==> config.mk <==
export PLATFORM = sky130hd
export DESIGN_NAME = commit_rate_watchdog_core
export DESIGN_NICKNAME = d
export VERILOG_FILES = /design/src/sv/crw_pkg.sv /design/src/sv/commit_rate_watchdog_core.sv /design/src/sv/crw_lanes.sv /design/src/sv/crw_monitor.sv
export SDC_FILE = /design/constraint.sdc
export NUM_CORES = 2
export LEC_CHECK = 0
export ABC_CLOCK_PERIOD_IN_PS = 11100
export BUFFER_PORTS_ARGS = -buffer_cell sky130_fd_sc_hd__buf_2
export CORE_ASPECT_RATIO = 0.9
export CORE_MARGIN = 4
export CORE_UTILIZATION = 58
export DETAILED_ROUTE_END_ITERATION = 10
export PLACE_DENSITY = 0.86
export SYNTH_ARGS = -nofsm -noshare
export SYNTH_HDL_FRONTEND = slang
export SYNTH_SLANG_ARGS = --single-unit
export TNS_END_PERCENT = 20
==> constraint.sdc <==
create_clock -name clock -period 11.1 [get_ports clock]
set_clock_uncertainty 0.15 [all_clocks]
set_input_delay 0.555 -clock clock [delete_from_list [all_inputs] [get_ports clock]]
set_output_delay 0.555 -clock clock [all_outputs]
set_load 0.02 [all_outputs]
==> src/sv/crw_pkg.sv <==
// Shared types, register codes and constants for the commit-rate watchdog.
package crw_pkg;

   localparam int MAX_LANES_DEF     = 8;
   localparam int COUNT_BITS_DEF    = 48;
   localparam int WARMUP_CYCLES_DEF = 20000;

   localparam int MASK_W     = 8;
   localparam int LIMIT_W    = 48;
   localparam int WLEN_W     = 24;
   localparam int WINST_W    = 28;
   localparam int FLOOR_W    = 4;
   localparam int LANES_W    = 4;
   localparam int STATUS_W   = 3;
   localparam int TOTAL_W    = 48;
   localparam int CSR_IDX_W  = 3;
   localparam int CSR_DATA_W = 48;
   localparam int REQ_DATA_W = 8;
   localparam int RSP_DATA_W = 104;

   localparam logic [LIMIT_W-1:0] LIMIT_RESET = '1;
   localparam logic [WLEN_W-1:0]  WLEN_RESET  = 24'd10000;
   localparam logic [FLOOR_W-1:0] FLOOR_RESET = '0;
   localparam logic [LANES_W-1:0] LANES_RESET = 4'd8;

   // Rate thresholds as exact cross-multiplication factors
   localparam int STALL_SCALE = 100000;  // rate <= 1e-5
   localparam int NEAR_SCALE  = 5000;    // |rate - 0.5| < 1e-4

   typedef enum logic [STATUS_W-1:0] {
      ST_OK          = 3'd0,
      ST_INST_LIMIT  = 3'd1,
      ST_CYCLE_LIMIT = 3'd2,
      ST_STALLED     = 3'd3,
      ST_LOW_RATE    = 3'd4,
      ST_PANIC       = 3'd5
   } status_type;

   typedef enum logic [CSR_IDX_W-1:0] {
      REG_INST_LIMIT    = 3'd0,
      REG_CYCLE_LIMIT   = 3'd1,
      REG_WINDOW_LENGTH = 3'd2,
      REG_RATE_FLOOR    = 3'd3,
      REG_IGNORE_PANIC  = 3'd4,
      REG_LANES_IN_USE  = 3'd5
   } csr_reg_type;

   typedef struct packed {
      logic [LIMIT_W-1:0] inst_limit;
      logic [LIMIT_W-1:0] cycle_limit;
      logic [WLEN_W-1:0]  window_length;
      logic [FLOOR_W-1:0] rate_floor;
      logic               ignore_panic;
      logic [LANES_W-1:0] lanes_in_use;
   } cfg_type;

endpackage

==> src/sv/commit_rate_watchdog_core.sv <==
// Commit-rate watchdog: commit lanes feed the counter and window-check stage.
// A request accepted into the lane register moves on to the response register when that is free or drains.
// One commit mask per cycle while the response register is free or drains; the counter stage feeds its next value back.
// The response register holds a stalled response while the next request still enters.
// Reset (synchronous, active high) clears counters, window history and valids,
// and loads the configuration defaults; csr writes are always taken.
module commit_rate_watchdog_core #(
   parameter int MAX_LANES     = crw_pkg::MAX_LANES_DEF,
   parameter int COUNT_BITS    = crw_pkg::COUNT_BITS_DEF,
   parameter int WARMUP_CYCLES = crw_pkg::WARMUP_CYCLES_DEF
) (
   input  logic                           clock,
   input  logic                           reset,
   input  logic                           req_tvalid,
   output logic                           req_tready,
   input  logic [crw_pkg::REQ_DATA_W-1:0] req_tdata,   // [7:0] commit_mask
   output logic                           rsp_tvalid,
   input  logic                           rsp_tready,
   // [2:0] status, [50:3] cycle_total, [98:51] inst_total, [103:99] zero
   output logic [crw_pkg::RSP_DATA_W-1:0] rsp_tdata,
   input  logic                           csr_valid,
   output logic                           csr_ready,
   input  logic [crw_pkg::CSR_IDX_W-1:0]  csr_index,
   input  logic [crw_pkg::CSR_DATA_W-1:0] csr_wdata
);

   localparam int NUM_LANES = (MAX_LANES < crw_pkg::MASK_W) ? MAX_LANES : crw_pkg::MASK_W;
   localparam int CNT_W     = $clog2(NUM_LANES + 1);

   crw_pkg::cfg_type              cfg_ff, cfg_in;
   logic                          rsp_valid_ff, rsp_valid_in;
   logic                          lane_valid, take, accept, step;
   logic [CNT_W-1:0]              lane_count;
   logic [crw_pkg::STATUS_W-1:0]  status;
   logic [crw_pkg::TOTAL_W-1:0]   cycle_total, inst_total;

   assign csr_ready = 1'b1;

   always_comb begin
      cfg_in = cfg_ff;
      if (csr_valid) begin
         unique case (crw_pkg::csr_reg_type'(csr_index))
            crw_pkg::REG_INST_LIMIT:    cfg_in.inst_limit    = csr_wdata[crw_pkg::LIMIT_W-1:0];
            crw_pkg::REG_CYCLE_LIMIT:   cfg_in.cycle_limit   = csr_wdata[crw_pkg::LIMIT_W-1:0];
            crw_pkg::REG_WINDOW_LENGTH: cfg_in.window_length = csr_wdata[crw_pkg::WLEN_W-1:0];
            crw_pkg::REG_RATE_FLOOR:    cfg_in.rate_floor    = csr_wdata[crw_pkg::FLOOR_W-1:0];
            crw_pkg::REG_IGNORE_PANIC:  cfg_in.ignore_panic  = csr_wdata[0];
            crw_pkg::REG_LANES_IN_USE:  cfg_in.lanes_in_use  = csr_wdata[crw_pkg::LANES_W-1:0];
            default:                    cfg_in = cfg_ff;
         endcase
      end
   end

   // Advance the lane stage when the response register is free or drains
   assign take       = !rsp_valid_ff || rsp_tready;
   assign step       = lane_valid && take;
   assign req_tready = !lane_valid || take;
   assign accept     = req_tvalid && req_tready;

   always_comb begin
      rsp_valid_in = rsp_valid_ff;
      if (step) begin
         rsp_valid_in = 1'b1;
      end else if (rsp_tready) begin
         rsp_valid_in = 1'b0;
      end
   end

   always_ff @(posedge clock) begin
      if (reset) begin
         cfg_ff.inst_limit    <= crw_pkg::LIMIT_RESET;
         cfg_ff.cycle_limit   <= crw_pkg::LIMIT_RESET;
         cfg_ff.window_length <= crw_pkg::WLEN_RESET;
         cfg_ff.rate_floor    <= crw_pkg::FLOOR_RESET;
         cfg_ff.ignore_panic  <= 1'b0;
         cfg_ff.lanes_in_use  <= crw_pkg::LANES_RESET;
         rsp_valid_ff         <= 1'b0;
      end else begin
         cfg_ff       <= cfg_in;
         rsp_valid_ff <= rsp_valid_in;
      end
   end

   crw_lanes #(
      .MAX_LANES (MAX_LANES)
   ) u_lanes (
      .clock        (clock),
      .reset        (reset),
      .load         (accept),
      .drain        (step),
      .commit_mask  (req_tdata[crw_pkg::MASK_W-1:0]),
      .lanes_in_use (cfg_ff.lanes_in_use),
      .valid        (lane_valid),
      .count        (lane_count)
   );

   crw_monitor #(
      .COUNT_BITS    (COUNT_BITS),
      .WARMUP_CYCLES (WARMUP_CYCLES),
      .CNT_W         (CNT_W)
   ) u_monitor (
      .clock       (clock),
      .reset       (reset),
      .step        (step),
      .lane_count  (lane_count),
      .cfg         (cfg_ff),
      .status      (status),
      .cycle_total (cycle_total),
      .inst_total  (inst_total)
   );

   assign rsp_tvalid = rsp_valid_ff;
   assign rsp_tdata  = {5'd0, inst_total, cycle_total, status};

endmodule

==> src/sv/crw_lanes.sv <==
// Per-slot commit lanes and the merging adder that yields a registered commit count.
module crw_lanes #(
   parameter int MAX_LANES = crw_pkg::MAX_LANES_DEF,
   localparam int NUM_LANES = (MAX_LANES < crw_pkg::MASK_W) ? MAX_LANES : crw_pkg::MASK_W,
   localparam int CNT_W = $clog2(NUM_LANES + 1)
) (
   input  logic                        clock,
   input  logic                        reset,
   input  logic                        load,
   input  logic                        drain,
   input  logic [crw_pkg::MASK_W-1:0]  commit_mask,
   input  logic [crw_pkg::LANES_W-1:0] lanes_in_use,
   output logic                        valid,
   output logic [CNT_W-1:0]            count
);

   logic [NUM_LANES-1:0] hit;
   logic [CNT_W-1:0]     sum;
   logic                 valid_ff, valid_in;
   logic [CNT_W-1:0]     count_ff, count_in;

   // A lane counts only when its slot lies below the lanes in use
   for (genvar k = 0; k < NUM_LANES; k++) begin : g_lane
      assign hit[k] = commit_mask[k] &
                      (lanes_in_use > crw_pkg::LANES_W'(k));
   end

   always_comb begin
      sum = '0;
      for (int k = 0; k < NUM_LANES; k++) begin
         sum = sum + CNT_W'(hit[k]);
      end
   end

   always_comb begin
      valid_in = valid_ff;
      count_in = count_ff;
      if (load) begin
         valid_in = 1'b1;
         count_in = sum;
      end else if (drain) begin
         valid_in = 1'b0;
      end
   end

   always_ff @(posedge clock) begin
      if (reset) begin
         valid_ff <= 1'b0;
      end else begin
         valid_ff <= valid_in;
      end
      count_ff <= count_in;
   end

   assign valid = valid_ff;
   assign count = count_ff;

endmodule

==> src/sv/crw_monitor.sv <==
// Cycle and instruction counters, window rate checks and status register.
module crw_monitor #(
   parameter int COUNT_BITS    = crw_pkg::COUNT_BITS_DEF,
   parameter int WARMUP_CYCLES = crw_pkg::WARMUP_CYCLES_DEF,
   parameter int CNT_W         = 4
) (
   input  logic                         clock,
   input  logic                         reset,
   input  logic                         step,
   input  logic [CNT_W-1:0]             lane_count,
   input  crw_pkg::cfg_type             cfg,
   output logic [crw_pkg::STATUS_W-1:0] status,
   output logic [crw_pkg::TOTAL_W-1:0]  cycle_total,
   output logic [crw_pkg::TOTAL_W-1:0]  inst_total
);

   localparam int CMP_W   = (COUNT_BITS > crw_pkg::LIMIT_W) ? COUNT_BITS : crw_pkg::LIMIT_W;
   localparam int WC_W    = crw_pkg::WLEN_W;
   localparam int WI_W    = crw_pkg::WINST_W;
   localparam int DIFF_W  = WI_W + 1;
   localparam int STALL_W = WI_W + 17;
   localparam int NEAR_W  = DIFF_W + 13;

   logic [COUNT_BITS-1:0]  cycles_ff, cycles_in, insts_ff, insts_in;
   logic [WC_W-1:0]        wcyc_ff, wcyc_in;
   logic [WI_W-1:0]        winst_ff, winst_in;
   logic                   last_near_ff, last_near_in, prev_near_ff, prev_near_in;
   crw_pkg::status_type    status_ff, status_in;

   logic [COUNT_BITS:0]    cyc_sum, ins_sum;
   logic [WC_W:0]          wc_sum;
   logic [WI_W:0]          wi_sum;
   logic [COUNT_BITS-1:0]  cyc_next, ins_next;
   logic [WC_W-1:0]        wc_next;
   logic [WI_W-1:0]        wi_next;
   logic [DIFF_W-1:0]      twice, wc_wide, diff;
   logic [STALL_W-1:0]     stall_prod;
   logic [NEAR_W-1:0]      near_prod;
   logic [WI_W-1:0]        floor_prod;
   logic                   inst_hit, cycle_hit, window_due, stalled, near, low, panic;
   logic                   roll;

   // Saturating counter steps
   always_comb begin
      cyc_sum  = {1'b0, cycles_ff} + (COUNT_BITS + 1)'(1);
      ins_sum  = {1'b0, insts_ff} + (COUNT_BITS + 1)'(lane_count);
      wc_sum   = {1'b0, wcyc_ff} + (WC_W + 1)'(1);
      wi_sum   = {1'b0, winst_ff} + (WI_W + 1)'(lane_count);
      cyc_next = cyc_sum[COUNT_BITS] ? '1 : cyc_sum[COUNT_BITS-1:0];
      ins_next = ins_sum[COUNT_BITS] ? '1 : ins_sum[COUNT_BITS-1:0];
      wc_next  = wc_sum[WC_W] ? '1 : wc_sum[WC_W-1:0];
      wi_next  = wi_sum[WI_W] ? '1 : wi_sum[WI_W-1:0];
   end

   // Window rate tests by cross-multiplication
   always_comb begin
      inst_hit   = CMP_W'(ins_next) >= CMP_W'(cfg.inst_limit);
      cycle_hit  = CMP_W'(cyc_next) >= CMP_W'(cfg.cycle_limit);
      window_due = (wc_next >= cfg.window_length) &&
                   (cyc_next > COUNT_BITS'(WARMUP_CYCLES));
      twice      = {wi_next, 1'b0};
      wc_wide    = DIFF_W'(wc_next);
      diff       = (twice > wc_wide) ? (twice - wc_wide) : (wc_wide - twice);
      stall_prod = STALL_W'(wi_next) * STALL_W'(crw_pkg::STALL_SCALE);
      near_prod  = NEAR_W'(diff) * NEAR_W'(crw_pkg::NEAR_SCALE);
      floor_prod = WI_W'(cfg.rate_floor) * WI_W'(wc_next);
      stalled    = stall_prod <= STALL_W'(wc_next);
      near       = near_prod < NEAR_W'(wc_next);
      low        = wi_next <= floor_prod;
      panic      = !cfg.ignore_panic && near && last_near_ff && prev_near_ff;
   end

   always_comb begin
      roll      = 1'b0;
      status_in = crw_pkg::ST_OK;
      priority if (inst_hit) begin
         status_in = crw_pkg::ST_INST_LIMIT;
      end else if (cycle_hit) begin
         status_in = crw_pkg::ST_CYCLE_LIMIT;
      end else if (window_due && stalled) begin
         status_in = crw_pkg::ST_STALLED;
      end else if (window_due && panic) begin
         status_in = crw_pkg::ST_PANIC;
      end else if (window_due) begin
         roll      = 1'b1;
         status_in = low ? crw_pkg::ST_LOW_RATE : crw_pkg::ST_OK;
      end else begin
         status_in = crw_pkg::ST_OK;
      end

      cycles_in    = cycles_ff;
      insts_in     = insts_ff;
      wcyc_in      = wcyc_ff;
      winst_in     = winst_ff;
      last_near_in = last_near_ff;
      prev_near_in = prev_near_ff;
      if (step) begin
         cycles_in = cyc_next;
         insts_in  = ins_next;
         // Clear the window and shift history only on a closed window that raised no limit, stall or panic
         if (roll) begin
            wcyc_in      = '0;
            winst_in     = '0;
            prev_near_in = last_near_ff;
            last_near_in = near;
         end else begin
            wcyc_in  = wc_next;
            winst_in = wi_next;
         end
      end
   end

   always_ff @(posedge clock) begin
      if (reset) begin
         cycles_ff    <= '0;
         insts_ff     <= '0;
         wcyc_ff      <= '0;
         winst_ff     <= '0;
         last_near_ff <= 1'b0;
         prev_near_ff <= 1'b0;
      end else begin
         cycles_ff    <= cycles_in;
         insts_ff     <= insts_in;
         wcyc_ff      <= wcyc_in;
         winst_ff     <= winst_in;
         last_near_ff <= last_near_in;
         prev_near_ff <= prev_near_in;
      end
      if (step) begin
         status_ff <= status_in;
      end
   end

   assign status      = status_ff;
   assign cycle_total = crw_pkg::TOTAL_W'(cycles_ff);
   assign inst_total  = crw_pkg::TOTAL_W'(insts_ff);

endmodule

==> run summary <==
The routability-driven placement congestion ratio was 1.02. For this design the top-level I/O count stands at 171. The number of enable-type register cells in the synthesized netlist works out to 7.

The flow ran to the end, and the final reports show no timing, DRC or antenna violations. The number of antenna violations at the first check in global routing is 4, and the die width is 268 um. The minimum setup slack after placement is -0.359 ns, and the relative slew slack is 0.294. The vertical die dimension works out to 242 um. The via density per instance is 6.20, and the worst-case setup margin in the final layout is 0.0359 ns. The cell type group with the largest total delay on the critical path was adder cells.

After floorplanning, the core was divided into 85 placement rows. The run gives 0 as the max-slew violation total from the final report. Setup repair after global routing could not meet its margin everywhere.

For the antenna violation net count after detailed routing, the log shows 0. After filler insertion, the fill cell instance count of the layout stands at 4589. On the worst path, the slowest cell contributes a delay of 0.51 ns.

Synthesis-to-layout area growth: 13.5%. For the DRC violations left, the log shows 0. Among all stages on the critical path, the largest delay is contributed by sky130_fd_sc_hd__fa_1. STA classifies the critical path startpoint as a flip-flop. The count of buffering cells on the critical path with inverters included works out to 11.

Pin count of the biggest net entering global routing: 103. The logs give 0.165 for the post-synthesis sequential area ratio and 1 for the CTS H-tree depth. The initial standard-cell utilization of the core came out at 0.589.

For this block, the initial DRC count from the detailed router was 3554. The wire length after detailed routing is 110000 um. In this run the clock root is driven by a sky130_fd_sc_hd__clkbuf_16.

Across the run, the number of max-cap violations was 0. For the via count of the first global-routing pass, the log shows 31209. The most used flip-flop cell after synthesis is sky130_fd_sc_hd__dfxtp_1. The worst setup path is captured at a flip-flop. The final route contains 33793 vias. For the area of the core, the log shows 60100 um2.

The pre-antenna-repair detailed-routing pass consisted of 8 iterations. The logs give 0 for the setup-violating endpoint count in the final report and 90.4 MHz for the timing-limited maximum frequency. The number of input and output port buffers inserted is 164. The run gives 11.41 ns as the arrival time of data at the critical path endpoint.

The synthesized netlist contains 106 unique library cells. The utilization after layout came out at 0.668. The fraction of layout cells with a size suffix above 1 is 0.139.

For the number of clock buffers inserted by TritonCTS, the log shows 31. For the pin with the worst max-slew slack, the measured transition is 1.06 ns. In the final routed layout, each cell accounts on average for 20.1 um.

In this run the cell area of the synthesized design comes to 35400 um2. The wire-length estimate of the detail-placed layout is 83900 um. The largest fanout on the critical path was 8.

The run gives 3 as the maximum clock path buffer count. The tools report the count of endpoints failing hold in the final timing report as 0. The tightest hold path in the finished design has a slack of 0.0208 ns. Die area: 65000 um2. The async set-or-reset flop fraction in the synthesized netlist is 0, and the final worst-path cycle share is 0.997. After the last flow step, the layout net total stands at 5462.

Clock-pin slew was measured on the worst setup and hold paths at 0.06 ns. The aggregate global routing overflow is 0. For this design, the sink count on the clock tree is 288. The number of synthesized register bits is 288. Global router's overall resource usage: 0.314.

The average instance in the mapped netlist occupies 8.04 um2. The time the worst path needs with I/O delays and setup was 11.06 ns. The worst hold path belongs to the class in2reg. TritonCTS built the clock tree.

The clock latency on the worst-skew pair is 0.62 ns, and the count of mapped cells out of synthesis is 4402. The logs give 0 for the synthesis warning total and 11.45 ns for the required time of the worst setup path. Worst setup path category: reg2reg. The logs give 0 for the quantity of hold-fixing buffers added after cts and 167000 um for the global-route wire length before repair.
-- cells in the final DEF (no fill, tap or decap), types with 14 or more instances in the layout --
cell type / count
sky130_fd_sc_hd__o21a_1: 30
sky130_fd_sc_hd__and3_1: 46
sky130_fd_sc_hd__a31oi_1: 30
sky130_fd_sc_hd__nor2b_1: 30
sky130_fd_sc_hd__and4_1: 24
sky130_fd_sc_hd__xnor2_2: 21
sky130_fd_sc_hd__and2_1: 70
sky130_fd_sc_hd__nand3_1: 95
sky130_fd_sc_hd__o21ai_1: 36
sky130_fd_sc_hd__o211ai_1: 121
sky130_fd_sc_hd__nor2_2: 14
sky130_fd_sc_hd__buf_4: 198
sky130_fd_sc_hd__a21o_1: 123
sky130_fd_sc_hd__nor3_1: 62
sky130_fd_sc_hd__nand2_1: 582
sky130_fd_sc_hd__o31ai_1: 14
sky130_fd_sc_hd__ha_1: 543
sky130_fd_sc_hd__a311oi_1: 30
sky130_fd_sc_hd__inv_1: 502
sky130_fd_sc_hd__o21ai_2: 27
sky130_fd_sc_hd__xor2_1: 107
sky130_fd_sc_hd__nor4_1: 24
sky130_fd_sc_hd__a211oi_1: 32
sky130_fd_sc_hd__dfxtp_1: 280
sky130_fd_sc_hd__clkbuf_16: 35
sky130_fd_sc_hd__nand2b_1: 40
sky130_fd_sc_hd__mux2i_1: 26
sky130_fd_sc_hd__xnor2_1: 118
sky130_fd_sc_hd__buf_2: 163
sky130_fd_sc_hd__or2_2: 15
sky130_fd_sc_hd__nand4_1: 78
sky130_fd_sc_hd__fa_1: 203
sky130_fd_sc_hd__nor2_1: 235
sky130_fd_sc_hd__o21ai_0: 121
sky130_fd_sc_hd__a21oi_1: 242
sky130_fd_sc_hd__a211o_1: 18
-- layer usage --
| metal | global-route usage | up-vias | part of all wire |
|---|---|---|---|
| li1 | - | 15714 | - |
| met1 | 0.449 | 16007 | 0.41 |
| met2 | 0.486 | 1769 | 0.44 |
| met3 | 0.0499 | 301 | 0.10 |
| met4 | 0.100 | 2 | 0.040 |
| met5 | 0 | - | 0.00016 |
-- synth_stat cells, drive strengths merged (54+ instances only) --
cell type  instances  area share
clkbuf           125       0.014
nand4             79       0.014
inv              509       0.054
nand2            589       0.062
fa               204        0.12
ha               558        0.20
xor2             112       0.028
nand3            100       0.014
nor3              66      0.0093
buf               54      0.0085
o211ai           123       0.026
and2              73       0.013
a21oi            257       0.037
a21o             123       0.026
dfxtp            281        0.16
xnor2            141       0.036
nor2             252       0.027
o21ai            187       0.027
-- kinds of logic (layout without fill, tap and decap cells) --
family                   after synthesis  in the layout  share of synthesized area
AO/OA/AOI/OAI                        966            966                      0.181
XOR/XNOR                             253            253                     0.0639
adder cells (fa/ha/maj)              762            762                      0.313
buffers and inverters                688            943                     0.0761
flip-flops                           288            288                      0.165
multiplexers                          42             42                     0.0124
other                                  2              9                   0.000212
AND/OR/NAND/NOR                     1401           1401                      0.189
-- flip-flops by register name, summed over array words and instances (netlist names), 3 cells and up --
signal and flops:
cfg_ff 129, u_lanes.count 4, u_monitor.cycle_total 48, u_monitor.inst_total 48
u_monitor.status 3, u_monitor.wcyc_ff 24, u_monitor.winst_ff 28
-- layout make-up --
class	count	area [um2]	share of cell area
timing repair buffer	376	2570	0.0639
tap	783	980	0.0244
inverter	509	1910	0.0476
clock inverter	18	249	0.00620
multi-input combinational	3430	27700	0.690
antenna	3	7.51	0.000187
clock buffer	40	881	0.0219
sequential	288	5840	0.145
-- metrics by stage --
step | instance area [um2] | cells | setup TNS, ns
after floorplan | 35400 | 4406 | 0
after global placement | 37800 | 5341 | -0.114
after detailed placement | 37800 | 5341 | -16.05
after CTS | 39000 | 5404 | 0
after global routing | 40200 | 5447 | -19.18
final | 40200 | 5447 | 0
-- worst min-delay path: stages --
cell                      delay [ns]
sky130_fd_sc_hd__buf_2          0.09
sky130_fd_sc_hd__a21oi_1        0.04
sky130_fd_sc_hd__nor2_1         0.07
-- what timing repair did --
action                     in CTS  in global routing
gates cloned                    1                  3
gates resized for setup        25                192
setup buffers                   4                 37
pin swaps                       7                 91
setup endpoints to repair      55                 55
-- final timing paths --
path | startpoint | end | slack [ns] | depth (start not counted)
max | u_lanes.count[0]$_DFFE_PP_ | u_monitor.winst_ff[5]$_SDFFE_PP0P_ | 0.04 | 55
min | req_tvalid | u_lanes.valid$_SDFFE_PP0P_ | 0.02 | 3
min reg2reg | cfg_ff[16]$_SDFFE_PP0P_ | cfg_ff[16]$_SDFFE_PP0P_ | 0.31 | 2
max reg2reg | u_lanes.count[0]$_DFFE_PP_ | u_monitor.winst_ff[5]$_SDFFE_PP0P_ | 0.04 | 55
Power is left out: the tool's default activity adds up to more than one toggle a clock period on the data nets, which glitch-free logic cannot reach.
